==> src/hdl/sobel_edge_line_buffer_filter_unit_defines.svh <==
// Assertion macros used by the Sobel edge filter top level.
`ifndef SOBEL_EDGE_LINE_BUFFER_FILTER_UNIT_DEFINES_SVH
`define SOBEL_EDGE_LINE_BUFFER_FILTER_UNIT_DEFINES_SVH

// A condition that must hold at every clock edge outside reset.
`define SOBEL_CHECK(lbl, cond, msg) \
    lbl: assert property (@(posedge clk) disable iff (!rst_n) (cond)) \
        else $error(msg);

// A consequence that must hold in the same cycle as its trigger.
`define SOBEL_CHECK_IMPL(lbl, ante, cons, msg) \
    lbl: assert property (@(posedge clk) disable iff (!rst_n) (ante) |-> (cons)) \
        else $error(msg);

`endif

==> src/hdl/sobel_pkg.sv <==
// Shared types, constants and helper functions of the Sobel edge filter.
`timescale 1ns / 1ps

package sobel_pkg;

    // Configuration register map.
    localparam int CFG_INDEX_W = 1;
    localparam int CFG_DATA_W  = 13;
    localparam logic [CFG_INDEX_W-1:0] REG_FRAME_ROWS = CFG_INDEX_W'(0);
    localparam logic [CFG_INDEX_W-1:0] REG_FRAME_COLS = CFG_INDEX_W'(1);

    localparam logic [12:0] ROWS_RESET = 13'd720;
    localparam logic [11:0] COLS_RESET = 12'd1280;
    localparam logic [7:0]  PIX_MAX    = 8'd255;

    // Item kinds.
    localparam logic FUNC_PIXEL = 1'b0;
    localparam logic FUNC_PAD   = 1'b1;

    // Queue between the front end and the filter back end.
    localparam int QDEPTH = 4;
    localparam int QPTR_W = 2;
    localparam int QLVL_W = 3;

    typedef logic [1:0] bank_t;
    typedef logic [1:0] rot_t;

    localparam bank_t BANK_0 = 2'd0;
    localparam bank_t BANK_1 = 2'd1;
    localparam bank_t BANK_2 = 2'd2;

    localparam rot_t ROT_0     = 2'd0;
    localparam rot_t ROT_1     = 2'd1;
    localparam rot_t ROT_2     = 2'd2;
    localparam rot_t ROT_RESET = ROT_2;

    typedef struct packed {
        logic       func;
        logic [7:0] pixel_in;
    } sobel_in_t;

    typedef struct packed {
        logic [7:0] edge_pixel;
        logic       frame_last;
    } sobel_out_t;

    // Line store access issued by the front end for one item.
    typedef struct packed {
        logic       wr_en;
        bank_t      wr_bank;
        logic [7:0] wr_data;
        bank_t      top_bank;
        bank_t      mid_bank;
    } mem_ctl_t;

    // Per-item control that is registered alongside the line store read.
    typedef struct packed {
        logic [7:0] btm;
        logic       clr;
        logic       last;
        logic       top_zero;
    } front_cmd_t;

    // One new window column plus its control, as queued for the back end.
    typedef struct packed {
        logic [7:0] top;
        logic [7:0] mid;
        logic [7:0] btm;
        logic       clr;
        logic       last;
    } sobel_job_t;

    function automatic bank_t rot_top(input rot_t rot);
        bank_t b;
        case (rot)
            ROT_0:   b = BANK_1;
            ROT_1:   b = BANK_2;
            default: b = BANK_0;
        endcase
        return b;
    endfunction

    function automatic bank_t rot_mid(input rot_t rot);
        bank_t b;
        case (rot)
            ROT_0:   b = BANK_2;
            ROT_1:   b = BANK_0;
            default: b = BANK_1;
        endcase
        return b;
    endfunction

    function automatic bank_t rot_btm(input rot_t rot);
        bank_t b;
        case (rot)
            ROT_0:   b = BANK_0;
            ROT_1:   b = BANK_1;
            default: b = BANK_2;
        endcase
        return b;
    endfunction

    function automatic rot_t rot_advance(input rot_t rot);
        rot_t r;
        case (rot)
            ROT_0:   r = ROT_1;
            ROT_1:   r = ROT_2;
            default: r = ROT_0;
        endcase
        return r;
    endfunction

endpackage

==> src/hdl/sobel_queue.sv <==
// Small FIFO of window columns between the front end and the filter back end.
`timescale 1ns / 1ps

module sobel_queue
    import sobel_pkg::*;
(
    input  logic              clk,
    input  logic              rst_n,
    input  logic              push,
    input  sobel_job_t        push_job,
    input  logic              pop,
    output logic              head_valid,
    output sobel_job_t        head_job,
    output logic [QLVL_W-1:0] level
);

    sobel_job_t        slot_reg [QDEPTH];
    logic [QPTR_W-1:0] wr_ptr_reg;
    logic [QPTR_W-1:0] rd_ptr_reg;
    logic [QLVL_W-1:0] level_reg;

    always_ff @(posedge clk or negedge rst_n)
    begin
        if (!rst_n)
        begin
            wr_ptr_reg <= '0;
            rd_ptr_reg <= '0;
            level_reg  <= '0;
        end
        else
        begin
            if (push)
                wr_ptr_reg <= wr_ptr_reg + QPTR_W'(1);
            if (pop)
                rd_ptr_reg <= rd_ptr_reg + QPTR_W'(1);
            if (push && !pop)
                level_reg <= level_reg + QLVL_W'(1);
            else if (pop && !push)
                level_reg <= level_reg - QLVL_W'(1);
        end
    end

    always_ff @(posedge clk)
    begin
        if (push)
            slot_reg[wr_ptr_reg] <= push_job;
    end

    assign head_valid = (level_reg != '0);
    assign head_job   = slot_reg[rd_ptr_reg];
    assign level      = level_reg;

endmodule

==> config.mk <==
export PLATFORM = sky130hd
export DESIGN_NAME = sobel_queue
export DESIGN_NICKNAME = d
export VERILOG_FILES = /design/src/hdl/sobel_edge_line_buffer_filter_unit_defines.svh /design/src/hdl/sobel_pkg.sv /design/src/hdl/sobel_queue.sv
export SDC_FILE = /design/constraint.sdc
export NUM_CORES = 1
export LEC_CHECK = 0
export BUFFER_PORTS_ARGS = -buffer_cell sky130_fd_sc_hd__buf_2
export CORE_ASPECT_RATIO = 0.75
export CORE_MARGIN = 1.5
export CORE_UTILIZATION = 40
export DETAILED_ROUTE_END_ITERATION = 8
export PLACE_DENSITY = 0.58
export RECOVER_POWER = 25
export SYNTH_ARGS = -nofsm -noshare
export SYNTH_HDL_FRONTEND = slang
export SYNTH_SLANG_ARGS = --single-unit
==> constraint.sdc <==
create_clock -name clk -period 3.6 [get_ports clk]
set_clock_uncertainty 0.05 [all_clocks]
set_input_delay 0.72 -clock clk [delete_from_list [all_inputs] [get_ports clk]]
set_output_delay 0.72 -clock clk [all_outputs]
set_load 0.005 [all_outputs]
After elaboration in Yosys (flattened, before gate mapping)
Memory sizes are Yosys's and may differ from the RTL's.
Cells that the tools add are included.
{"block": "classes", "n_mux": 4, "addsub": 4, "n_reduce_logical": 6}
{"cell": "two-way mux 3 bit", "count": 2}
{"cell": "adder 2 x 1 -> 2 bit, second input constant", "count": 2}
{"cell": "adder 3 x 1 -> 3 bit, second input constant", "count": 1}
{"cell": "nonzero test 3 bit", "count": 1}
{"cell": "subtractor 3 x 1 -> 3 bit, second input constant", "count": 1}
{"cell": "logical AND 1 bit", "count": 2}
{"cell": "zero test 1 bit", "count": 2}
{"cell": "two-way mux 1 bit", "count": 2}
{"cell": "nonzero test 2 bit", "count": 1}
{"block": "totals", "mem_count": 1, "output_inout_bits": 30, "ramBits": 104, "inputBits": 30, "register_bits": 7}
{"name": "slot_reg", "words": 4, "word_bits": 26, "read_ports": 1, "rd_clocked_by_memory_dff": 0, "wr": 1, "line": "sobel_queue.sv:17", "text": "sobel_job_t slot_reg [QDEPTH];"}

Depth between registers and ports, before layout
{"block": "logic_depth", "word_depth": 4, "mapped_depth": 7, "mapped_depth_nobuf": 7}

Worst setup path before layout
No wires, ideal clock.
{"block": "synth_path", "path_type": "register -> output", "startpoint": "reg rd_ptr_reg[0]", "endpoint": "out head_job[0] in the netlist's numbering", "path_buffers": 2, "arrival_ps": 1123, "path_slack_ps": 1707, "stages_incl_launch_ff": 4, "cell_sequence": "dfrtp_1 -> buf_6 -> buf_12 -> mux4_2"}
{"item": "start, declared", "line": "sobel_queue.sv:19", "text": "logic [QPTR_W-1:0] rd_ptr_reg;"}
{"item": "start signal, assigned", "line": "sobel_queue.sv:35", "text": "rd_ptr_reg <= rd_ptr_reg + QPTR_W'(1);"}
{"item": "end, declared", "line": "sobel_queue.sv:13", "text": "output sobel_job_t head_job,"}

==> results.py <==
metrics = {
    "clock_tree": {
        "tritoncts": "done",
        "post_cts_hold_buffer_count": 0,
        "clkLatencyLatePin_ps": 340,
        "cts-root-buf": "clkbuf_16",
        "clock_tree_sinks": 111,
        "clk_pin_slew_worst_paths_ps": 70,
        "htreeDepth": 3,
        "post-cts-setup-buffers": 0,
        "cts_max_path_buffers": 2,
        "cts-resized-gates": 0,
        "cts_made_buffers": 9,
    },
    "final_layout": {
        "finish.instance_area_sq_um": 4900,
        "postLayoutCoreUtil_pct": 47.8,
        "final_cell_count_without_fillers": 379,
        "area_growth_pct": 17.0,
        "post_route_cells_drive_above_1_share_pct": 34.2,
        "layout.nets": 274,
        "flip_flop_count_of_the_largest_register_after_layout": 104,
        "antenna_cells": 0,
    },
    "sta": {
        "final.setup.worst_slack_ps": 695,
        "fmaxAchievable_mhz": 344,
        "max_slew_margin_pct": 40.7,
        "setup_viol": 0,
        "unrepaired_setup_endpoints_after_global_routing": "no",
        "timing.final.crit_period_ps": 2910,
        "slew_viol_final": 0,
        "setup_tns_ps": 0,
        "final.hold.worst_slack_ps": 210,
        "timing_worst_slew_pin_value_ps": 890,
        "timing_hold_violations_final": 0,
        "post_route_fraction_of_the_period_consumed_by_the_critical_path_pct": 80.7,
    },
    "critical_path": {
        "critical_path.cell_chain": "mux4_1 > buf_2",
        "worstPathMaxFanout": 28,
        "data_required_time_of_the_critical_path_ps": 2830,
        "arrival_ps": 2140,
        "timing.critical_path.to_type": "output pin",
        "worst_path_dominant_cell_family": "flip-flops",
        "crit_slowest_cell": "dfrtp_2",
        "critical-path-max-stage-delay_ps": 950,
        "timing.critical_path.from_type": "flip-flop",
        "worst-setup-path-type": "reg -> out",
        "crit_buf_inv": 1,
    },
    "flow_run": {
        "maxCapViolations": 0,
    },
    "drt": {
        "route.detailed.wl_per_inst_um": 18.2,
        "first_iter_violations": 140,
        "drcViolationCount": 0,
        "avgViaCountPerCell": 4.84,
        "drt_pre_antenna_iters": 4,
        "drt-total-wl_um": 6900,
        "via_count": 1834,
        "ant_nets": 0,
    },
    "global_routing": {
        "initial_antenna_violation_count": 0,
        "grt_max_degree": 29,
        "first_global_vias": 1958,
        "globalRouteTotalUtil_pct": 13.5,
        "grt_remaining_overflow": 0,
        "grt_first_pass_wirelength_um": 10600,
    },
    "synth": {
        "synth.yosys.warnings": 0,
        "distinct_cells_synth": 18,
        "post_synth_inst_count": 169,
        "syn-cell-area_sq_um": 4190,
        "yosysSeqAreaShare_pct": 78.7,
        "postSynthRegisterBits": 111,
        "synth_area_per_cell_sq_um": 24.8,
        "synthesis.nets": 205,
    },
    "placement": {
        "placed_instance_count": 363,
        "detailed_place_hpwl_um": 4340,
        "gp_congestion": 0.637,
        "post_dp_cell_area_sq_um": 4640,
        "pre_cts_ws_ps": 988,
        "input_output_buffers": 59,
    },
    "worst_hold_path": {
        "min-delay-path-class": "in -> async",
    },
    "floorplan": {
        "io_pins": 60,
        "floorplan.rows": 32,
        "floorplan.initialDensity_pct": 40.9,
        "dieArea_sq_um": 11100,
        "fp.dieH_um": 91.6,
        "die_x_extent_um": 121,
        "core_sq_um": 10200,
    },
    "power": {
        "max-vdd-ir-drop_mv": 0.277,
        "total_leakage_power_nw": 1.70,
        "post-layout-total-power_mw": 3.73,
        "power_density_nw_per_um2": 762,
    },
    "status": {
        "status": "finished, final reports clean",
    },
}
[synthesized netlist by cell type]
master | instances | area share [%]
and2_1 | 4 | 0.60
buf_12 | 2 | 0.96
buf_2 | 3 | 0.36
buf_6 | 1 | 0.27
dfrtp_1 | 7 | 4.2
edfxtp_1 | 104 | 75
fa_1 | 1 | 0.48
ha_1 | 5 | 1.5
inv_1 | 4 | 0.36
mux2_2 | 1 | 0.27
mux4_1 | 8 | 5.0
mux4_2 | 18 | 9.7
nand2_1 | 2 | 0.18
nor2_1 | 1 | 0.090
o21ai_0 | 1 | 0.12
or3_1 | 1 | 0.15
xnor2_1 | 2 | 0.42
xor2_1 | 4 | 0.84
[path summary, 6_finish.rpt]
kind                            slack [ps]     startpoint  depth (start not counted)        endpoint
worst max-delay path                   690  rd_ptr_reg[0]                          2    head_job[16]
worst min-delay path                   210          rst_n                          1        level[2]
worst max register to register        1780  wr_ptr_reg[0]                          4  slot_reg[2][2]
worst min register to register         440       level[2]                          1        level[2]
max in group asynchronous             2990          rst_n                          1   rd_ptr_reg[0]
min in group clk                       440       level[2]                          1        level[2]
[final cells by class]
| type | count | area (sq um) |
|---|---|---|
| Multi-Input combinational cell | 48 | 810 |
| Inverter | 4 | 15.0 |
| Fill cell | 878 | 5350 |
| Sequential cell | 111 | 3300 |
| Clock buffer | 10 | 229 |
| Clock inverter | 6 | 51.3 |
| Tap cell | 136 | 170 |
| Timing Repair Buffer | 64 | 325 |
[report_power, final]
part	internal, mW	leakage (nW)	switching (mW)
registers	1.69	1.04	0.182
clock network	0.481	0.139	0.448
logic	0.516	0.525	0.411
[routing by layer]
layer | vias to the layer above | part of all wire (%) | track usage, %
met5 | - | 0 | 0
met4 | 0 | 1.5 | 5.29
met3 | 13 | 5.5 | 4.60
met2 | 43 | 48 | 21.9
met1 | 938 | 45 | 16.8
li1 | 840 | - | -
[cell families (layout without fill, tap and decap cells)]
kind of cell    after synthesis  count (layout)  synth area share (%)
flops                       111             111                  78.7
mux                          27              27                  15.0
buf+inv                      10              84                  1.94
simple gates                  8               8                  1.02
fa+ha+maj                     6               6                  1.97
xor+xnor                      6               6                  1.25
compound gates                1               1                 0.119
[cells in the final DEF (no fill, tap or decap)]
| cell type | instances |
|---|---|
| buf_4 | 4 |
| dfrtp_2 | 1 |
| o21ai_0 | 1 |
| buf_12 | 1 |
| or3_1 | 1 |
| ha_1 | 5 |
| buf_2 | 43 |
| xnor2_1 | 2 |
| clkinv_2 | 1 |
| mux2_2 | 1 |
| fa_1 | 1 |
| dfrtp_1 | 6 |
| clkbuf_16 | 9 |
| and2_1 | 4 |
| inv_6 | 2 |
| nand2_1 | 2 |
| edfxtp_1 | 104 |
| mux4_1 | 8 |
| mux4_2 | 18 |
| inv_1 | 4 |
| inv_8 | 1 |
| clkbuf_1 | 17 |
| clkinv_4 | 2 |
| xor2_1 | 4 |
| nor2_1 | 1 |
Power figures use the tool's default switching activity.
