--- src/hdl/sobel_edge_line_buffer_filter_unit_defines.svh ---
// Assertion macros used by the Sobel edge filter top level.
`ifndef SOBEL_EDGE_LINE_BUFFER_FILTER_UNIT_DEFINES_SVH
`define SOBEL_EDGE_LINE_BUFFER_FILTER_UNIT_DEFINES_SVH

// A condition that must hold at every clock edge outside reset.
`define SOBEL_CHECK(lbl, cond, msg) \
    lbl: assert property (@(posedge clk) disable iff (!rst_n) (cond)) \
        else $error(msg);

// A consequence that must hold in the same cycle as its trigger.
`define SOBEL_CHECK_IMPL(lbl, ante, cons, msg) \
    lbl: assert property (@(posedge clk) disable iff (!rst_n) (ante) |-> (cons)) \
        else $error(msg);

`endif

--- src/hdl/sobel_pkg.sv ---
// Shared types, constants and helper functions of the Sobel edge filter.
`timescale 1ns / 1ps

package sobel_pkg;

    // Configuration register map.
    localparam int CFG_INDEX_W = 1;
    localparam int CFG_DATA_W  = 13;
    localparam logic [CFG_INDEX_W-1:0] REG_FRAME_ROWS = CFG_INDEX_W'(0);
    localparam logic [CFG_INDEX_W-1:0] REG_FRAME_COLS = CFG_INDEX_W'(1);

    localparam logic [12:0] ROWS_RESET = 13'd720;
    localparam logic [11:0] COLS_RESET = 12'd1280;
    localparam logic [7:0]  PIX_MAX    = 8'd255;

    // Item kinds.
    localparam logic FUNC_PIXEL = 1'b0;
    localparam logic FUNC_PAD   = 1'b1;

    // Queue between the front end and the filter back end.
    localparam int QDEPTH = 4;
    localparam int QPTR_W = 2;
    localparam int QLVL_W = 3;

    typedef logic [1:0] bank_t;
    typedef logic [1:0] rot_t;

    localparam bank_t BANK_0 = 2'd0;
    localparam bank_t BANK_1 = 2'd1;
    localparam bank_t BANK_2 = 2'd2;

    localparam rot_t ROT_0     = 2'd0;
    localparam rot_t ROT_1     = 2'd1;
    localparam rot_t ROT_2     = 2'd2;
    localparam rot_t ROT_RESET = ROT_2;

    typedef struct packed {
        logic       func;
        logic [7:0] pixel_in;
    } sobel_in_t;

    typedef struct packed {
        logic [7:0] edge_pixel;
        logic       frame_last;
    } sobel_out_t;

    // Line store access issued by the front end for one item.
    typedef struct packed {
        logic       wr_en;
        bank_t      wr_bank;
        logic [7:0] wr_data;
        bank_t      top_bank;
        bank_t      mid_bank;
    } mem_ctl_t;

    // Per-item control that is registered alongside the line store read.
    typedef struct packed {
        logic [7:0] btm;
        logic       clr;
        logic       last;
        logic       top_zero;
    } front_cmd_t;

    // One new window column plus its control, as queued for the back end.
    typedef struct packed {
        logic [7:0] top;
        logic [7:0] mid;
        logic [7:0] btm;
        logic       clr;
        logic       last;
    } sobel_job_t;

    function automatic bank_t rot_top(input rot_t rot);
        bank_t b;
        case (rot)
            ROT_0:   b = BANK_1;
            ROT_1:   b = BANK_2;
            default: b = BANK_0;
        endcase
        return b;
    endfunction

    function automatic bank_t rot_mid(input rot_t rot);
        bank_t b;
        case (rot)
            ROT_0:   b = BANK_2;
            ROT_1:   b = BANK_0;
            default: b = BANK_1;
        endcase
        return b;
    endfunction

    function automatic bank_t rot_btm(input rot_t rot);
        bank_t b;
        case (rot)
            ROT_0:   b = BANK_0;
            ROT_1:   b = BANK_1;
            default: b = BANK_2;
        endcase
        return b;
    endfunction

    function automatic rot_t rot_advance(input rot_t rot);
        rot_t r;
        case (rot)
            ROT_0:   r = ROT_1;
            ROT_1:   r = ROT_2;
            default: r = ROT_0;
        endcase
        return r;
    endfunction

endpackage

--- src/hdl/sobel_back.sv ---
// Back end: 3x3 window, Sobel gradients and the output register.
`timescale 1ns / 1ps

module sobel_back
    import sobel_pkg::*;
(
    input  logic       clk,
    input  logic       rst_n,
    input  logic       job_valid,
    input  sobel_job_t job,
    output logic       pop,
    output logic       out_valid,
    output sobel_out_t out_item,
    input  logic       out_stall
);

    // Window columns: index 0 is the top row, 2 the bottom row.
    logic [7:0] w0_reg [3];
    logic [7:0] w1_reg [3];
    logic       out_valid_reg;
    sobel_out_t out_item_reg;

    logic [7:0]        c0 [3];
    logic [7:0]        c1 [3];
    logic [7:0]        c2 [3];
    logic signed [11:0] gx;
    logic signed [11:0] gy;
    logic [7:0]        gx_c;
    logic [7:0]        gy_c;
    logic [8:0]        sum;
    logic [7:0]        edge_val;

    function automatic logic signed [11:0] ext(input logic [7:0] p);
        return $signed({4'b0000, p});
    endfunction

    function automatic logic [7:0] clamp8(input logic signed [11:0] v);
        logic [7:0] r;
        if (v < 12'sd0)
            r = 8'd0;
        else if (v > 12'sd255)
            r = PIX_MAX;
        else
            r = v[7:0];
        return r;
    endfunction

    assign pop = job_valid && (!out_valid_reg || !out_stall);

    // The first item of each output row starts from cleared older columns.
    always_comb
    begin
        for (int i = 0; i < 3; i++)
        begin
            c0[i] = job.clr ? 8'd0 : w0_reg[i];
            c1[i] = job.clr ? 8'd0 : w1_reg[i];
        end
        c2[0] = job.top;
        c2[1] = job.mid;
        c2[2] = job.btm;

        gx = (ext(c2[1]) <<< 1) - (ext(c0[1]) <<< 1)
           + ext(c2[0]) + ext(c2[2]) - ext(c0[0]) - ext(c0[2]);
        gy = (ext(c1[2]) <<< 1) - (ext(c1[0]) <<< 1)
           + ext(c0[2]) + ext(c2[2]) - ext(c0[0]) - ext(c2[0]);

        gx_c = clamp8(gx);
        gy_c = clamp8(gy);
        sum  = {1'b0, gx_c} + {1'b0, gy_c};
        edge_val = sum[8] ? PIX_MAX : sum[7:0];
    end

    always_ff @(posedge clk or negedge rst_n)
    begin
        if (!rst_n)
        begin
            for (int i = 0; i < 3; i++)
            begin
                w0_reg[i] <= 8'd0;
                w1_reg[i] <= 8'd0;
            end
            out_valid_reg <= 1'b0;
        end
        else
        begin
            if (pop)
            begin
                for (int i = 0; i < 3; i++)
                begin
                    w0_reg[i] <= c1[i];
                    w1_reg[i] <= c2[i];
                end
                out_valid_reg <= 1'b1;
            end
            else if (!out_stall)
            begin
                out_valid_reg <= 1'b0;
            end
        end
    end

    always_ff @(posedge clk)
    begin
        if (pop)
        begin
            out_item_reg.edge_pixel <= edge_val;
            out_item_reg.frame_last <= job.last;
        end
    end

    assign out_valid = out_valid_reg;
    assign out_item  = out_item_reg;

endmodule

--- config.mk ---
export PLATFORM = sky130hd
export DESIGN_NAME = sobel_back
export DESIGN_NICKNAME = d
export VERILOG_FILES = /design/src/hdl/sobel_edge_line_buffer_filter_unit_defines.svh /design/src/hdl/sobel_pkg.sv /design/src/hdl/sobel_back.sv
export SDC_FILE = /design/constraint.sdc
export NUM_CORES = 1
export LEC_CHECK = 0
export ABC_AREA = 1
export BUFFER_PORTS_ARGS = -buffer_cell sky130_fd_sc_hd__buf_2
export CORE_UTILIZATION = 55
export DETAILED_ROUTE_END_ITERATION = 10
export PLACE_DENSITY = 0.78
export SYNTH_ARGS = -nofsm -noshare
export SYNTH_HDL_FRONTEND = slang
export SYNTH_SLANG_ARGS = --single-unit
export TNS_END_PERCENT = 1
--- constraint.sdc ---
create_clock -name clk -period 5.7 [get_ports clk]
set_clock_uncertainty 0.1 [all_clocks]
set_input_delay 0.285 -clock clk [delete_from_list [all_inputs] [get_ports clk]]
set_output_delay 0.285 -clock clk [all_outputs]
set_load 0.02 [all_outputs]
**Word-level counts from Yosys, hierarchy flattened**

Cells that the tools add are included.

- Add/sub/neg operators: 11
- $lt $le $gt $ge: 4
- Equality and inequality tests: 1
- Multiplexer cells: 12
- Reductions and logical operators: 4

Operators by type and width:

| kind | number |
|---|---|
| 8-bit 2-to-1 mux | 10 |
| 12-bit by 9-bit subtractor with 12-bit output | 4 |
| 11-bit by 9-bit adder with 12-bit output | 2 |
| 12-bit by 9-bit > comparator with 1-bit output, second input constant | 2 |
| 12-bit by 1-bit less-than comparator with 1-bit output, second input constant | 2 |
| 10-bit by 9-bit adder with 11-bit output | 2 |
| 9-bit by 9-bit subtractor with 10-bit output | 2 |
| 8-bit by 8-bit adder with 9-bit output | 1 |
| 1-bit logical NOT | 2 |
| 1-bit 2-to-1 mux | 2 |
| 2-bit != test, second input constant | 1 |
| 1-bit logical AND | 1 |
| 1-bit logical OR | 1 |

- Bits in registers: 58
- Output and inout bits: 11
- Word-level logic and storage cells: 41

**Logic depth before layout (Yosys ltp)**

- Depth after elaboration: 10
- Mapped depth: 32

**Least setup slack after synthesis**

OpenSTA, ideal clock, no wires.

- Path kind: in2reg
- Start point: input port job[1] (netlist bit)
- End point: register out_item_reg (netlist bit out_item[5]), data pin
- Setup time: 268 ps
- Data arrival time: 4857 ps
- Data required time: 5332 ps
- Path slack: 476 ps
- Stages: 24
- Cells stage by stage: buf_2 -> buf_1 -> nor2_1 -> fa_1 -> inv_1 -> fa_1 -> inv_1 -> fa_1 -> inv_1 -> ha_1 -> nand2_1 -> inv_1 -> a21oi_1 -> nand3_1 -> nand2_2 -> nand2_2 -> nor2_4 -> a21oi_1 -> ha_1 -> fa_1 -> a31oi_1 -> inv_1 -> a21oi_4 -> o21ai_0

- Word-level cells in the longest chain between the ends: 10
- Elaborated cells between the ends (all ways): 24
- Classes of those cells: 11 x add/sub; 4 x order compare; 9 x mux

RTL lines:

| element | line | RTL |
|---|---|---|
| start: declaration | sobel_back.sv:10 | `input sobel_job_t job,` |
| 8-bit 2-to-1 mux, on equally long branches | sobel_back.sv:55, sobel_back.sv:56 |  |
| 9-bit by 9-bit subtractor with 10-bit output, on equally long branches | sobel_back.sv:62, sobel_back.sv:64 |  |
| 10-bit by 9-bit adder with 11-bit output, on equally long branches | sobel_back.sv:63, sobel_back.sv:65 |  |
| 11-bit by 9-bit adder with 12-bit output, on equally long branches | sobel_back.sv:63, sobel_back.sv:65 |  |
| 12-bit by 9-bit subtractor with 12-bit output, on equally long branches (2 in a row) | sobel_back.sv:63, sobel_back.sv:65 |  |
| 12-bit by 9-bit > comparator with 1-bit output | sobel_back.sv:41 | `else if (v > 12'sd255)` |
| 8-bit 2-to-1 mux | sobel_back.sv:41 |  |
| 8-bit 2-to-1 mux | sobel_back.sv:39 | `if (v < 12'sd0)` |
| 8-bit by 8-bit adder with 9-bit output (*) | sobel_back.sv:69 | `sum = {1'b0, gx_c} + {1'b0, gy_c};` |
| end: declaration | sobel_back.sv:21 | `sobel_out_t out_item_reg;` |

Mark *: on every way between the ends. The rest lies on a longest branch, timed or not.
A chain may end at the register's enable or synchronous reset.

**Worst setup path after layout**

- Start point: register w0_reg[18] (netlist bit)
- End point: register out_item_reg (netlist bit out_item[7]), data pin

- Word-level cells in the longest chain between the ends: 7
- Elaborated cells between the ends (all ways): 14
- Classes of those cells: 5 x add/sub; 4 x order compare; 5 x mux

RTL lines:

| element | line | RTL |
|---|---|---|
| start: declaration | sobel_back.sv:18 | `logic [7:0] w0_reg [3];` |
| start signal: indexed assignment | sobel_back.sv:90 | `w0_reg[i] <= c1[i];` |
| 8-bit 2-to-1 mux (*) | sobel_back.sv:55 | `c0[i] = job.clr ? 8'd0 : w0_reg[i];` |
| 12-bit by 9-bit subtractor with 12-bit output, on equally long branches (2 in a row) | sobel_back.sv:63, sobel_back.sv:65 |  |
| 12-bit by 9-bit > comparator with 1-bit output | sobel_back.sv:41 |  |
| 8-bit 2-to-1 mux | sobel_back.sv:41 |  |
| 8-bit 2-to-1 mux | sobel_back.sv:39 |  |
| 8-bit by 8-bit adder with 9-bit output (*) | sobel_back.sv:69 |  |

Marked as above.

==> run_results.csv <==
group,metric,value,unit
floorplan,initial_core_util,56.5,%
drt,post-route-drc-count,0,
placed_design,place_area,6200,um2
cells_and_area,fin_area,6420,um2
placed_design,gp_congestion,0.900,
timing,fin_crit,5.32,ns
drt,final_antenna_net_count,0,
logic_synthesis,avgSynthCellArea,7.62,um2
drt,wl_per_cell,13.3,um
timing,relSlewSlack,26.4,%
cts,cts_made_buffers,9,
cells_and_area,final_layout_size_suffix_gt1_share,11.5,%
cts,cts_sinks,58,
logic_synthesis,yosys-top-cells-area,"dfrtp_1, fa_1, nand2_1",
floorplan,die_area,11000,um2
setup_path,start_kind,"register",
setup_path,critPathKind,"reg2reg",
global_route,first_global_vias,4883,
setup_path,crit_path_end_kind,"register",
cells_and_area,final_core_utilization,62.2,%
placed_design,dpl.hpwl,10000,um
drt,drtPass1Iterations,5,
floorplan,core.rowCount,37,
timing,hold_viol,0,
logic_synthesis,syn-num-nets,899,
timing,fmax,188,MHz
logic_synthesis,synth.yosys.seq_area_share,25.6,%
floorplan,die_h,105,um
min_path,min_delay_path_depth,1,
cells_and_area,fin_cells,951,
cells_and_area,fillers,917,
cts,root_buffer,"clkbuf_8",
cells_and_area,diodes,0,
cts,clkTransAtPathRegs,0.07,ns
floorplan,die_w,105,um
floorplan,core_area,10300,um2
min_path,hold_path.class,"in2reg",
setup_path,timing.rr.start,"w0_reg[18]",
timing,setup_viol,0,
cells_and_area,syn_to_final_growth,9.99,%
global_route,grt_usage,24.8,%
setup_path,rr_worst_depth,23,
logic_synthesis,syn_inst,766,
global_route,grt_max_degree,67,
cells_and_area,layout_commonest_cell,"nand2_1",
logic_synthesis,yosys.area.top_type_share,21.0,%
power,vdd_ir_drop_max,439,uV
global_route,grt_pass1_wl,21500,um
min_path,worstHoldStart,"job[0]",
timing,slew_viol_final,0,
min_path,min_to,"out_item[0]",
setup_path,r2r_end,"out_item[7]",
cells_and_area,final_nets,943,
global_route,overflow,0,
logic_synthesis,synth_warnings,0,
power,p_leak,3.52,nW
cts,clk_latency,0.35,ns
placed_design,port_buffers,40,
logic_synthesis,synth_area,5840,um2
floorplan,io_pins,41,
setup_path,arrival,5.31,ns
job,drv_cap,0,
power,p_per_area,630,nW/um2
logic_synthesis,synth_top_cell_by_area,"dfrtp_1",
run_status,outcome,"finished, final reports clean",
timing,hold_ws,0.00510,ns
cts,cts_tree,"done",
drt,via_count,4805,
drt,wirelength,12600,um
timing,finalCritPeriodShare,93.3,%
setup_path,cp_max_fo,8,
global_route,antenna_found_initial,0,
cts,holdBufCountCts,0,
setup_path,worstPathRequired,5.70,ns
timing,tightest_slew,1.10,ns
logic_synthesis,ys_ff_latch,58,
cells_and_area,layout.cells.most_common_list,"nand2_1, inv_1, ha_1, fa_1, dfrtp_1",
placed_design,dpl.cell_count,934,
cts,clk_path_buf_depth,2,
setup_path,r2r_slack,0.38,ns
logic_synthesis,synthDistinctLibCells,35,
drt,drtIter0Drc,262,
cts,h-tree-depth,3,
drt,vias_per_cell,5.05,
## worst max path at each step
stage,startpoint,end
finish,w0_reg[18],out_item[7]
global route,w0_reg[8],out_item[7]
global placement,job[1],out_item[7]
CTS,w0_reg[18],out_item[7]
detailed placement,job[1],out_item[7]
floorplan,job[1],out_item[5]
## cell usage after synthesis (all sizes together)
library cell / number
a31o: 1
and2: 1
nand3b: 2
dfrtp: 49
nand4: 5
clkbuf: 6
o21bai: 1
a21oi: 38
nand3: 30
xnor2: 13
buf: 8
o21ai: 39
nor3: 2
a31oi: 2
edfxtp: 9
o21a: 1
fa: 51
o211ai: 4
nand2: 211
nor2: 42
or2: 2
xor2: 11
inv: 186
ha: 52
## what timing repair did
action,4_1_cts,5_1_grt
endpoints found under the setup margin,0,8
setup buffers,0,1
resized for setup,0,6
## stage by stage
stage	power [mW]	TNS (ns)	setup WS, ns
final	4.05	0	0.383
after detailed placement	3.57	-0.0107	-0.0107
after global placement	3.46	0	0.216
after global routing	4.48	-0.000792	-0.000792
after CTS	3.97	0	0.222
after floorplan	2.96	0	0.476
## layer usage
| layer | global-route usage (%) | up-vias | wire length, um |
|---|---|---|---|
| met5 | 0 | - | 0 |
| met4 | 10.6 | 0 | 407 |
| met3 | 4.68 | 30 | 761 |
| met2 | 43.7 | 145 | 6220 |
| met1 | 29.7 | 2235 | 5250 |
| li1 | - | 2395 | - |
## worst max-delay path, stage by stage, from the launching register on
cell	delay (ns)
dfrtp_1	0.38
inv_1	0.06
nor2_1	0.07
fa_1	0.53
inv_1	0.06
fa_1	0.54
inv_1	0.07
fa_1	0.52
fa_1	0.49
nand3b_1	0.20
nand2_1	0.14
nand2_1	0.08
nand3_1	0.08
nand2_1	0.10
nor2_4	0.13
nand3_1	0.08
nand2_1	0.07
inv_1	0.04
ha_1	0.21
fa_1	0.42
a31oi_2	0.19
inv_1	0.12
a21oi_4	0.24
o21ai_0	0.12
## cell families (layout without fill, tap and decap cells)
kind of cell    Yosys count  in the layout  synth area share [%]
simple gates            295            295                  21.0
buf+inv                 200            249                  13.0
fa+ha+maj               103            103                  28.6
compound gates           86             86                  8.17
flops                    58             58                  25.6
xor+xnor                 24             24                  3.60
## power breakdown
part | internal (mW) | total (mW) | switching, mW
Clock | 0.192 | 0.379 | 0.187
Combinational | 1.19 | 3.06 | 1.88
Sequential | 0.573 | 0.601 | 0.0283
Total | 1.95 | 4.05 | 2.09
## area by class of cell
| cell class | instances | area (um2) | area share, % |
|---|---|---|---|
| repair buffers | 47 | 253 | 3.94 |
| clock inverters | 4 | 23.8 | 0.370 |
| well taps | 136 | 170 | 2.65 |
| multi-input cells | 508 | 3610 | 56.3 |
| clock buffers | 12 | 165 | 2.57 |
| flip-flops and latches | 58 | 1500 | 23.3 |
| inverters | 186 | 698 | 10.9 |
(Power assumes the default switching activity.)
