**src/hdl/sobel_edge_line_buffer_filter_unit_defines.svh**
```systemverilog
// Assertion macros used by the Sobel edge filter top level.
`ifndef SOBEL_EDGE_LINE_BUFFER_FILTER_UNIT_DEFINES_SVH
`define SOBEL_EDGE_LINE_BUFFER_FILTER_UNIT_DEFINES_SVH

// A condition that must hold at every clock edge outside reset.
`define SOBEL_CHECK(lbl, cond, msg) \
    lbl: assert property (@(posedge clk) disable iff (!rst_n) (cond)) \
        else $error(msg);

// A consequence that must hold in the same cycle as its trigger.
`define SOBEL_CHECK_IMPL(lbl, ante, cons, msg) \
    lbl: assert property (@(posedge clk) disable iff (!rst_n) (ante) |-> (cons)) \
        else $error(msg);

`endif

```
**src/hdl/sobel_pkg.sv**
```systemverilog
// Shared types, constants and helper functions of the Sobel edge filter.
`timescale 1ns / 1ps

package sobel_pkg;

    // Configuration register map.
    localparam int CFG_INDEX_W = 1;
    localparam int CFG_DATA_W  = 13;
    localparam logic [CFG_INDEX_W-1:0] REG_FRAME_ROWS = CFG_INDEX_W'(0);
    localparam logic [CFG_INDEX_W-1:0] REG_FRAME_COLS = CFG_INDEX_W'(1);

    localparam logic [12:0] ROWS_RESET = 13'd720;
    localparam logic [11:0] COLS_RESET = 12'd1280;
    localparam logic [7:0]  PIX_MAX    = 8'd255;

    // Item kinds.
    localparam logic FUNC_PIXEL = 1'b0;
    localparam logic FUNC_PAD   = 1'b1;

    // Queue between the front end and the filter back end.
    localparam int QDEPTH = 4;
    localparam int QPTR_W = 2;
    localparam int QLVL_W = 3;

    typedef logic [1:0] bank_t;
    typedef logic [1:0] rot_t;

    localparam bank_t BANK_0 = 2'd0;
    localparam bank_t BANK_1 = 2'd1;
    localparam bank_t BANK_2 = 2'd2;

    localparam rot_t ROT_0     = 2'd0;
    localparam rot_t ROT_1     = 2'd1;
    localparam rot_t ROT_2     = 2'd2;
    localparam rot_t ROT_RESET = ROT_2;

    typedef struct packed {
        logic       func;
        logic [7:0] pixel_in;
    } sobel_in_t;

    typedef struct packed {
        logic [7:0] edge_pixel;
        logic       frame_last;
    } sobel_out_t;

    // Line store access issued by the front end for one item.
    typedef struct packed {
        logic       wr_en;
        bank_t      wr_bank;
        logic [7:0] wr_data;
        bank_t      top_bank;
        bank_t      mid_bank;
    } mem_ctl_t;

    // Per-item control that is registered alongside the line store read.
    typedef struct packed {
        logic [7:0] btm;
        logic       clr;
        logic       last;
        logic       top_zero;
    } front_cmd_t;

    // One new window column plus its control, as queued for the back end.
    typedef struct packed {
        logic [7:0] top;
        logic [7:0] mid;
        logic [7:0] btm;
        logic       clr;
        logic       last;
    } sobel_job_t;

    function automatic bank_t rot_top(input rot_t rot);
        bank_t b;
        case (rot)
            ROT_0:   b = BANK_1;
            ROT_1:   b = BANK_2;
            default: b = BANK_0;
        endcase
        return b;
    endfunction

    function automatic bank_t rot_mid(input rot_t rot);
        bank_t b;
        case (rot)
            ROT_0:   b = BANK_2;
            ROT_1:   b = BANK_0;
            default: b = BANK_1;
        endcase
        return b;
    endfunction

    function automatic bank_t rot_btm(input rot_t rot);
        bank_t b;
        case (rot)
            ROT_0:   b = BANK_0;
            ROT_1:   b = BANK_1;
            default: b = BANK_2;
        endcase
        return b;
    endfunction

    function automatic rot_t rot_advance(input rot_t rot);
        rot_t r;
        case (rot)
            ROT_0:   r = ROT_1;
            ROT_1:   r = ROT_2;
            default: r = ROT_0;
        endcase
        return r;
    endfunction

endpackage

```
**src/hdl/sobel_front.sv**
```systemverilog
// Front end: frame position tracking, item classification and line store access.
`timescale 1ns / 1ps

module sobel_front
    import sobel_pkg::*;
#(
    parameter int MAX_COLS = 2048,
    parameter int MAX_ROWS = 4096
)
(
    input  logic                        clk,
    input  logic                        rst_n,
    input  logic [12:0]                 frame_rows,
    input  logic [11:0]                 frame_cols,
    input  logic                        accept,
    input  sobel_in_t                   item,
    output mem_ctl_t                    mem_ctl,
    output logic [$clog2(MAX_COLS)-1:0] mem_addr,
    output logic                        cmd_valid,
    output front_cmd_t                  cmd
);

    localparam int ROW_W = $clog2(MAX_ROWS + 1);
    localparam int CNT_W = $clog2(MAX_COLS + 1);
    localparam int COL_W = $clog2(MAX_COLS);

    logic [ROW_W-1:0] row_reg, row_next;
    logic [CNT_W-1:0] col_reg, col_next;
    rot_t             rot_reg, rot_next;
    logic             cmd_valid_reg;
    front_cmd_t       cmd_reg;

    logic [ROW_W-1:0] rows_eff;
    logic [CNT_W-1:0] cols_eff;
    logic [CNT_W-1:0] cols_m1;
    logic             restart;
    logic [ROW_W-1:0] row_cur;
    logic [CNT_W-1:0] col_cnt;
    rot_t             rot_cur;
    logic [CNT_W-1:0] col;
    logic             end_row;
    logic             row_zero;
    logic             want_func;
    logic             fill;
    logic             emit;
    logic [7:0]       btm_data;

    // Register values outside the legal range are clamped.
    always_comb
    begin
        if (frame_rows == 13'd0)
            rows_eff = ROW_W'(1);
        else if (32'(frame_rows) > MAX_ROWS)
            rows_eff = ROW_W'(MAX_ROWS);
        else
            rows_eff = ROW_W'(frame_rows);

        if (frame_cols == 12'd0)
            cols_eff = CNT_W'(1);
        else if (32'(frame_cols) > MAX_COLS)
            cols_eff = CNT_W'(MAX_COLS);
        else
            cols_eff = CNT_W'(frame_cols);
    end

    assign cols_m1 = cols_eff - CNT_W'(1);

    // A row count beyond the frame, left by a register change, restarts the frame.
    assign restart = row_reg > rows_eff;
    assign row_cur = restart ? '0 : row_reg;
    assign col_cnt = restart ? '0 : col_reg;
    assign rot_cur = restart ? ROT_RESET : rot_reg;

    assign col      = (col_cnt >= cols_eff) ? cols_m1 : col_cnt;
    assign end_row  = (col == cols_m1);
    assign row_zero = (row_cur == '0);
    assign want_func = (row_cur < rows_eff) ? FUNC_PIXEL : FUNC_PAD;

    assign fill = accept && row_zero && (item.func == FUNC_PIXEL);
    assign emit = accept && !row_zero && (item.func == want_func);

    assign btm_data = (item.func == FUNC_PAD) ? 8'd0 : item.pixel_in;

    always_comb
    begin
        row_next = row_reg;
        col_next = col_reg;
        rot_next = rot_reg;
        if (accept)
        begin
            row_next = row_cur;
            col_next = col_cnt;
            rot_next = rot_cur;
        end
        if (fill)
        begin
            if (end_row)
            begin
                col_next = '0;
                row_next = ROW_W'(1);
            end
            else
            begin
                col_next = col + CNT_W'(1);
            end
        end
        if (emit)
        begin
            if (end_row)
            begin
                col_next = '0;
                if (row_cur == rows_eff)
                begin
                    row_next = '0;
                    rot_next = ROT_RESET;
                end
                else
                begin
                    row_next = row_cur + ROW_W'(1);
                    rot_next = rot_advance(rot_cur);
                end
            end
            else
            begin
                col_next = col + CNT_W'(1);
            end
        end
    end

    // The top line of the first output row is the zero line above the image,
    // so the row zero fill writes only the middle store.
    always_comb
    begin
        mem_ctl.wr_en    = fill || emit;
        mem_ctl.wr_bank  = fill ? rot_mid(rot_cur) : rot_btm(rot_cur);
        mem_ctl.wr_data  = fill ? item.pixel_in : btm_data;
        mem_ctl.top_bank = rot_top(rot_cur);
        mem_ctl.mid_bank = rot_mid(rot_cur);
    end

    assign mem_addr = col[COL_W-1:0];

    always_ff @(posedge clk or negedge rst_n)
    begin
        if (!rst_n)
        begin
            row_reg       <= '0;
            col_reg       <= '0;
            rot_reg       <= ROT_RESET;
            cmd_valid_reg <= 1'b0;
        end
        else
        begin
            row_reg       <= row_next;
            col_reg       <= col_next;
            rot_reg       <= rot_next;
            cmd_valid_reg <= emit;
        end
    end

    always_ff @(posedge clk)
    begin
        if (emit)
        begin
            cmd_reg.btm      <= btm_data;
            cmd_reg.clr      <= (col_cnt == '0);
            cmd_reg.last     <= (row_cur == rows_eff) && end_row;
            cmd_reg.top_zero <= (row_cur == ROW_W'(1));
        end
    end

    assign cmd_valid = cmd_valid_reg;
    assign cmd       = cmd_reg;

endmodule

```
**config.mk**
```make
export PLATFORM = sky130hd
export DESIGN_NAME = sobel_front
export DESIGN_NICKNAME = d
export VERILOG_FILES = /design/src/hdl/sobel_edge_line_buffer_filter_unit_defines.svh /design/src/hdl/sobel_pkg.sv /design/src/hdl/sobel_front.sv
export SDC_FILE = /design/constraint.sdc
export NUM_CORES = 1
export LEC_CHECK = 0
export ABC_AREA = 1
export CAP_MARGIN = 10
export CORE_MARGIN = 4
export CORE_UTILIZATION = 65
export DETAILED_ROUTE_END_ITERATION = 7
export DONT_BUFFER_PORTS = 1
export GPL_ROUTABILITY_DRIVEN = 0
export PLACE_DENSITY = 0.81
export SLEW_MARGIN = 20
export SYNTH_ARGS = -nofsm -noshare
export SYNTH_HDL_FRONTEND = slang
export SYNTH_SLANG_ARGS = --single-unit
export TNS_END_PERCENT = 1
```
**constraint.sdc**
```tcl
create_clock -name clk -period 5.9 [get_ports clk]
set_input_delay 0.885 -clock clk [delete_from_list [all_inputs] [get_ports clk]]
set_output_delay 0.885 -clock clk [all_outputs]
set_load 0.02 [all_outputs]
```
# Word level (Yosys, flattened, before mapping)
# Index checks and enable logic that the tools add are counted.
# totals
ff_bits	39
input_bits	37
out_inout_bits	38
wordCells	64
# classes
add_sub_neg	3
order_cmp	5
eq_ne	5
mux	29
n_bitwise	1
reduce_logical	13
# ops
op	n
13-bit 2-to-1 mux	9
12-bit 2-to-1 mux	8
13-bit logical NOT	2
12-bit logical NOT	2
8-bit 2-to-1 mux	2
13-bit by 1-bit adder with 13-bit output, second input constant	1
13-bit by 1-bit equality test with 1-bit output, second input constant	1
13-bit equality test	1
13-bit > comparator	1
13-bit > comparator, second input constant	1
13-bit < comparator	1
12-bit by 1-bit adder with 12-bit output, second input constant	1
12-bit equality test	1
12-bit greater-or-equal comparator	1
12-bit > comparator, second input constant	1
2-bit 2-to-1 mux	6
2-bit case mux with 2 select lines	3
12-bit by 1-bit subtractor with 12-bit output, second input constant	1
1-bit logical AND	5
3-bit nonzero test	1
2-bit by 1-bit equality test with 1-bit output, second input constant	1
2-bit logical NOT	1
1-bit equality test	1
1-bit logical NOT	1
other kinds (3)	3

# Logic depth before layout (Yosys ltp)
# depth
ltp_word	12
ltp_mapped	36
mapped_depth_nobuf	34

# Worst setup path after synthesis
# Ideal clock, no wire load.
# synth_timing
path_type	input to register
startpoint	input frame_rows[6]
endpoint	register col_reg[8]
setup_time_ns	0.077
arrival_ns	5.191
required_time_ns	5.823
setup_slack_ns	0.631
path_stages	34
n_path_buf	3
path_cell_list	nor4_1 > nand4_1 > nand2_1 > nand2_1 > ha_1 > nand2_1 > nor2_1 > nand3_1 > nor2_1 > nand2_1 > nand2_1 > nand2_2 > buf_4 > nand2_1 > inv_1 > ha_1 > nand2_1 > nor2_1 > and2_1 > nand2_1 > nand4_1 > buf_4 > buf_6 > nand2_1 > o21ai_1 > ha_1 > nand3_1 > nor2_1 > nand3_1 > nor2_1 > nor2_1 > nor2_1 > nand3_1 > a21oi_1
# synth_between
elab_chain_cells	11
elab_cells_between_ends	25
classes_between	add/sub (1); order compare (4); eq/ne (2); mux (10); reduce/logical (8)
# synth_rtl
item	line	source
start, declared	sobel_front.sv:13	input logic [12:0] frame_rows,
13-bit > comparator	sobel_front.sv:53	else if (32'(frame_rows) > MAX_ROWS)
13-bit 2-to-1 mux	sobel_front.sv:53	
13-bit 2-to-1 mux *	sobel_front.sv:51	if (frame_rows == 13'd0)
13-bit > comparator *	sobel_front.sv:69	assign restart = row_reg > rows_eff;
12-bit 2-to-1 mux *	sobel_front.sv:71	assign col_cnt = restart ? '0 : col_reg;
12-bit greater-or-equal comparator	sobel_front.sv:74	assign col = (col_cnt >= cols_eff) ? cols_m1 : col_cnt;
12-bit 2-to-1 mux *	sobel_front.sv:74	
named net mem_addr[0]	sobel_front.sv:18	output logic [$clog2(MAX_COLS)-1:0] mem_addr,
12-bit by 1-bit adder with 12-bit output / 12-bit equality test (equally long branches)	sobel_front.sv:104, sobel_front.sv:125, sobel_front.sv:75	
12-bit 2-to-1 mux *	sobel_front.sv:97, sobel_front.sv:109	
12-bit 2-to-1 mux	sobel_front.sv:95	if (fill)
12-bit 2-to-1 mux *	sobel_front.sv:107	if (emit)
end signal, assigned	sobel_front.sv:155	col_reg <= col_next;
end, declared	sobel_front.sv:28	logic [CNT_W-1:0] col_reg, col_next;
# The timed path passes the listed nets; every way through them passes the cells marked *. The select of a mux whose other input is x is not followed.
# A chain may end at the register's enable or synchronous reset.

# Worst setup path in the final report
# layout_timing
startpoint	input frame_rows[2]
endpoint	output mem_addr[9]
# layout_between
elab_chain_cells	7
elab_cells_between_ends	8
classes_between	order compare (3); mux (4); reduce/logical (1)
# layout_rtl
item	line
13-bit > comparator	sobel_front.sv:53
13-bit 2-to-1 mux	sobel_front.sv:53
13-bit 2-to-1 mux *	sobel_front.sv:51
13-bit > comparator *	sobel_front.sv:69
12-bit 2-to-1 mux *	sobel_front.sv:71
12-bit greater-or-equal comparator	sobel_front.sv:74
12-bit 2-to-1 mux *	sobel_front.sv:74
end, declared	sobel_front.sv:18
# Mark *: on every way between the ends. The rest lies on a longest branch, timed or not.

==> impl_metrics.toml <==
[global_route]
antenna_found_initial = 0
grt_max_degree = 29
track_usage_pct = 30.8
grt.overflow.total = 0
grt_pass1_vias = 4585
grt_pass1_wl_um = 21000

[sta]
max_freq_ghz = 0.181
fin_ws_ps = 367
post-route-period-util_pct = 93.8
post-route-min-period_ps = 5530
drv_slew = 0
finalHoldViolCount = 0
holdWs_ps = 266
max_slew_margin_pct = 35.1
setup_viol_count_final = 0
tightestPinTransition_ps = 960
fin_skew_ps = 12.8
fin_setup_tns_ps = 0

[setup_path]
end_kind = "output pin"
slowest_delay_ps = 310
cp_common_cell = "nand2_1"
critPathKind = "in -> out"
start_kind = "primary input"
critical_path.top_delay_family = "simple AND/OR/NAND/NOR gates"
required_ps = 5020
arrival_ps = 4650
critPathBufInv = 2
path_cells = "nor4_1 > nand4_1 > nand2_2 > nand2_1 > ha_1 > nand2_1 > nor3_1 > nand4_1 > nand2_4 > nand2_1 > inv_1 > ha_1 > nand2_1 > nor2_1 > and2_1 > nand2_1 > nand3_1 > nor2_2 > buf_4 > nand2_1 > nand2_2"
crit_fanout = 24
slowest_stage = "ha_1"

[power_and_ir_drop]
power_density_mw_per_mm2 = 335
power_mw = 1.57
leakagePower_nw = 2.64
ir_drop_v = 0.000271

[clocking]
cts_tree = "built"
cts_buffer_depth = 2
cts-root-buf = "clkbuf_8"
cts_max_level = 2
clkSlewWorstSetupHoldPaths_ps = 80
clock_latency_ps = 300
cts_buffers = 5
postCtsHoldBufs = 0
clock_sinks = 39

[yosys]
synth_cells = 720
synth_area_per_cell_um2 = 6.28
ys_types = 40
synth_edf_count = 11
yosys.area.top_type_share_pct = 17.4
ys_seq_area_share_pct = 22.8
ys.flop_type = "dfrtp_1"
syn-cell-area_mm2 = 0.00452
async_flop_share_pct = 71.8
syn_nets = 800
yosysWarnings = 0
ys_top_cells_by_area = "nand2_1 17%, dfrtp_1 15%, ha_1 12%"
synth_top_cell_by_area = "nand2_1"
synth_seq_cells = 39

[placement]
dp_cells = 794
dp_slack_ps = 12.1
placed_area_mm2 = 0.00458
numPortBuffers = 0
hpwlAfterDp_um = 10100

[floorplan]
die_area_mm2 = 0.00835
fp.dieH_um = 91.4
core-area_mm2 = 0.00676
dieWidth_um = 91.4
start_util_pct = 66.9
rows = 30
pin_count = 75

[run]
cap_viol_max_count = 0

[finish]
antenna_cells = 0
final_util_pct = 69.2
stdcell_count = 802
fill_cells = 618
final_area_mm2 = 0.00468
area.sequential_mm2 = 0.00103
area_growth_pct = 3.52
multi_input_area_mm2 = 0.00298
final_nets = 801
drive_gt1_share_pct = 7.34
largest_reg_flops = 13

[route]
viasPerCell = 5.92
ant_nets = 0
drc_errors = 0
num_vias = 4747
avgRoutedWirePerCell_um = 15.8
drt_wl_total_um = 12700
drt_iter0_drc = 330
first_pass_iters = 6

[outcome]
outcome = "completed"

[worst_hold_path]
hold_class = "in -> async"
-- layout make-up --
| type | instances | area share, % |
|---|---|---|
| Tap cell | 80 | 2.14 |
| Sequential cell | 39 | 22.1 |
| Clock inverter | 1 | 0.107 |
| Inverter | 108 | 8.67 |
| Clock buffer | 7 | 1.63 |
| Multi-Input combinational cell | 556 | 63.6 |
| Timing Repair Buffer | 11 | 1.77 |
-- placed cells by master, fill, tap and decap left out, types with 2 or more instances in the layout --
master,instances
o41ai_1,3
nand2_4,3
nor3_1,8
edfxtp_1,11
xor2_1,11
nand2_2,17
o21ai_0,24
ha_1,43
clkbuf_1,2
nand4_1,16
nor4_1,3
buf_4,11
nor2_2,5
inv_2,5
inv_1,103
nand2_1,205
a21oi_1,28
dfrtp_1,27
clkbuf_8,5
nor2_1,81
o21ai_1,2
o21bai_1,2
xnor2_1,2
nand3b_1,14
nand3_1,76
-- power by group --
group | switching [mW] | internal [mW]
Clock | 0.0975 | 0.0831
Combinational | 0.690 | 0.322
Sequential | 0.0412 | 0.333
Total | 0.829 | 0.737
-- metal layers --
layer / part of all wire, % / track usage, %
met1: 37 / 33.7
met2: 51 / 55.6
met3: 7.1 / 5.72
met4: 4.9 / 17.0
met5: 0 / 0
-- cells in the mapped netlist (all sizes together), types with 2 or more instances --
| library cell | count |
|---|---|
| nor4 | 3 |
| o21bai | 2 |
| o41ai | 3 |
| xor2 | 11 |
| a21oi | 29 |
| nand3b | 14 |
| nor2 | 88 |
| xnor2 | 2 |
| clkbuf | 5 |
| inv | 108 |
| nand2 | 225 |
| o21ai | 27 |
| nand4 | 16 |
| nor3 | 8 |
| edfxtp | 11 |
| dfrtp | 27 |
| nand3 | 77 |
| buf | 12 |
| ha | 43 |
-- worst reg2reg max path, cell delays in order (launching register included) --
cell     delay (ps)
dfrtp_1         450
ha_1            320
nand2_1         100
nor3_1          270
nand4_1         180
nand2_4         290
nand2_1         210
inv_1           190
ha_1            250
nand2_1          60
nor2_1           40
and2_1          150
nand2_1          80
nand4_1          70
buf_4           220
nand3_2         100
nand2_2          80
inv_2           160
nand2_1          80
nand2_1          60
nand3_1         110
nor2_4          160
nand2_4         150
nor2_8          250
o21ai_0         140
nand2_1         100
inv_1            40
-- path summary, 6_finish.rpt --
path                            slack [ps]  depth (start not counted)           to           from
max in group asynchronous             5450                          0   rot_reg[1]          rst_n
worst max-delay path                   370                         21  mem_addr[9]  frame_rows[2]
min in group clk                       530                          2   col_reg[1]     col_reg[1]
worst min register to register         530                          2   col_reg[1]     col_reg[1]
worst max register to register        1490                         26   row_reg[0]     row_reg[7]
worst min-delay path                   270                          0   col_reg[3]          rst_n
-- kinds of logic after synthesis --
group,share of synthesized area (%)
AO/OA/AOI/OAI,8.20
XOR/XNOR,2.52
adder cells (fa/ha/maj),11.9
buffers and inverters,11.6
flip-flops,22.8
AND/OR/NAND/NOR,42.9
-- what timing repair did --
action / in CTS / in global routing
setup endpoints to repair: 0 / 34
setup buffers: 0 / 0
gates resized for setup: 0 / 5
(Power assumes the default switching activity.)
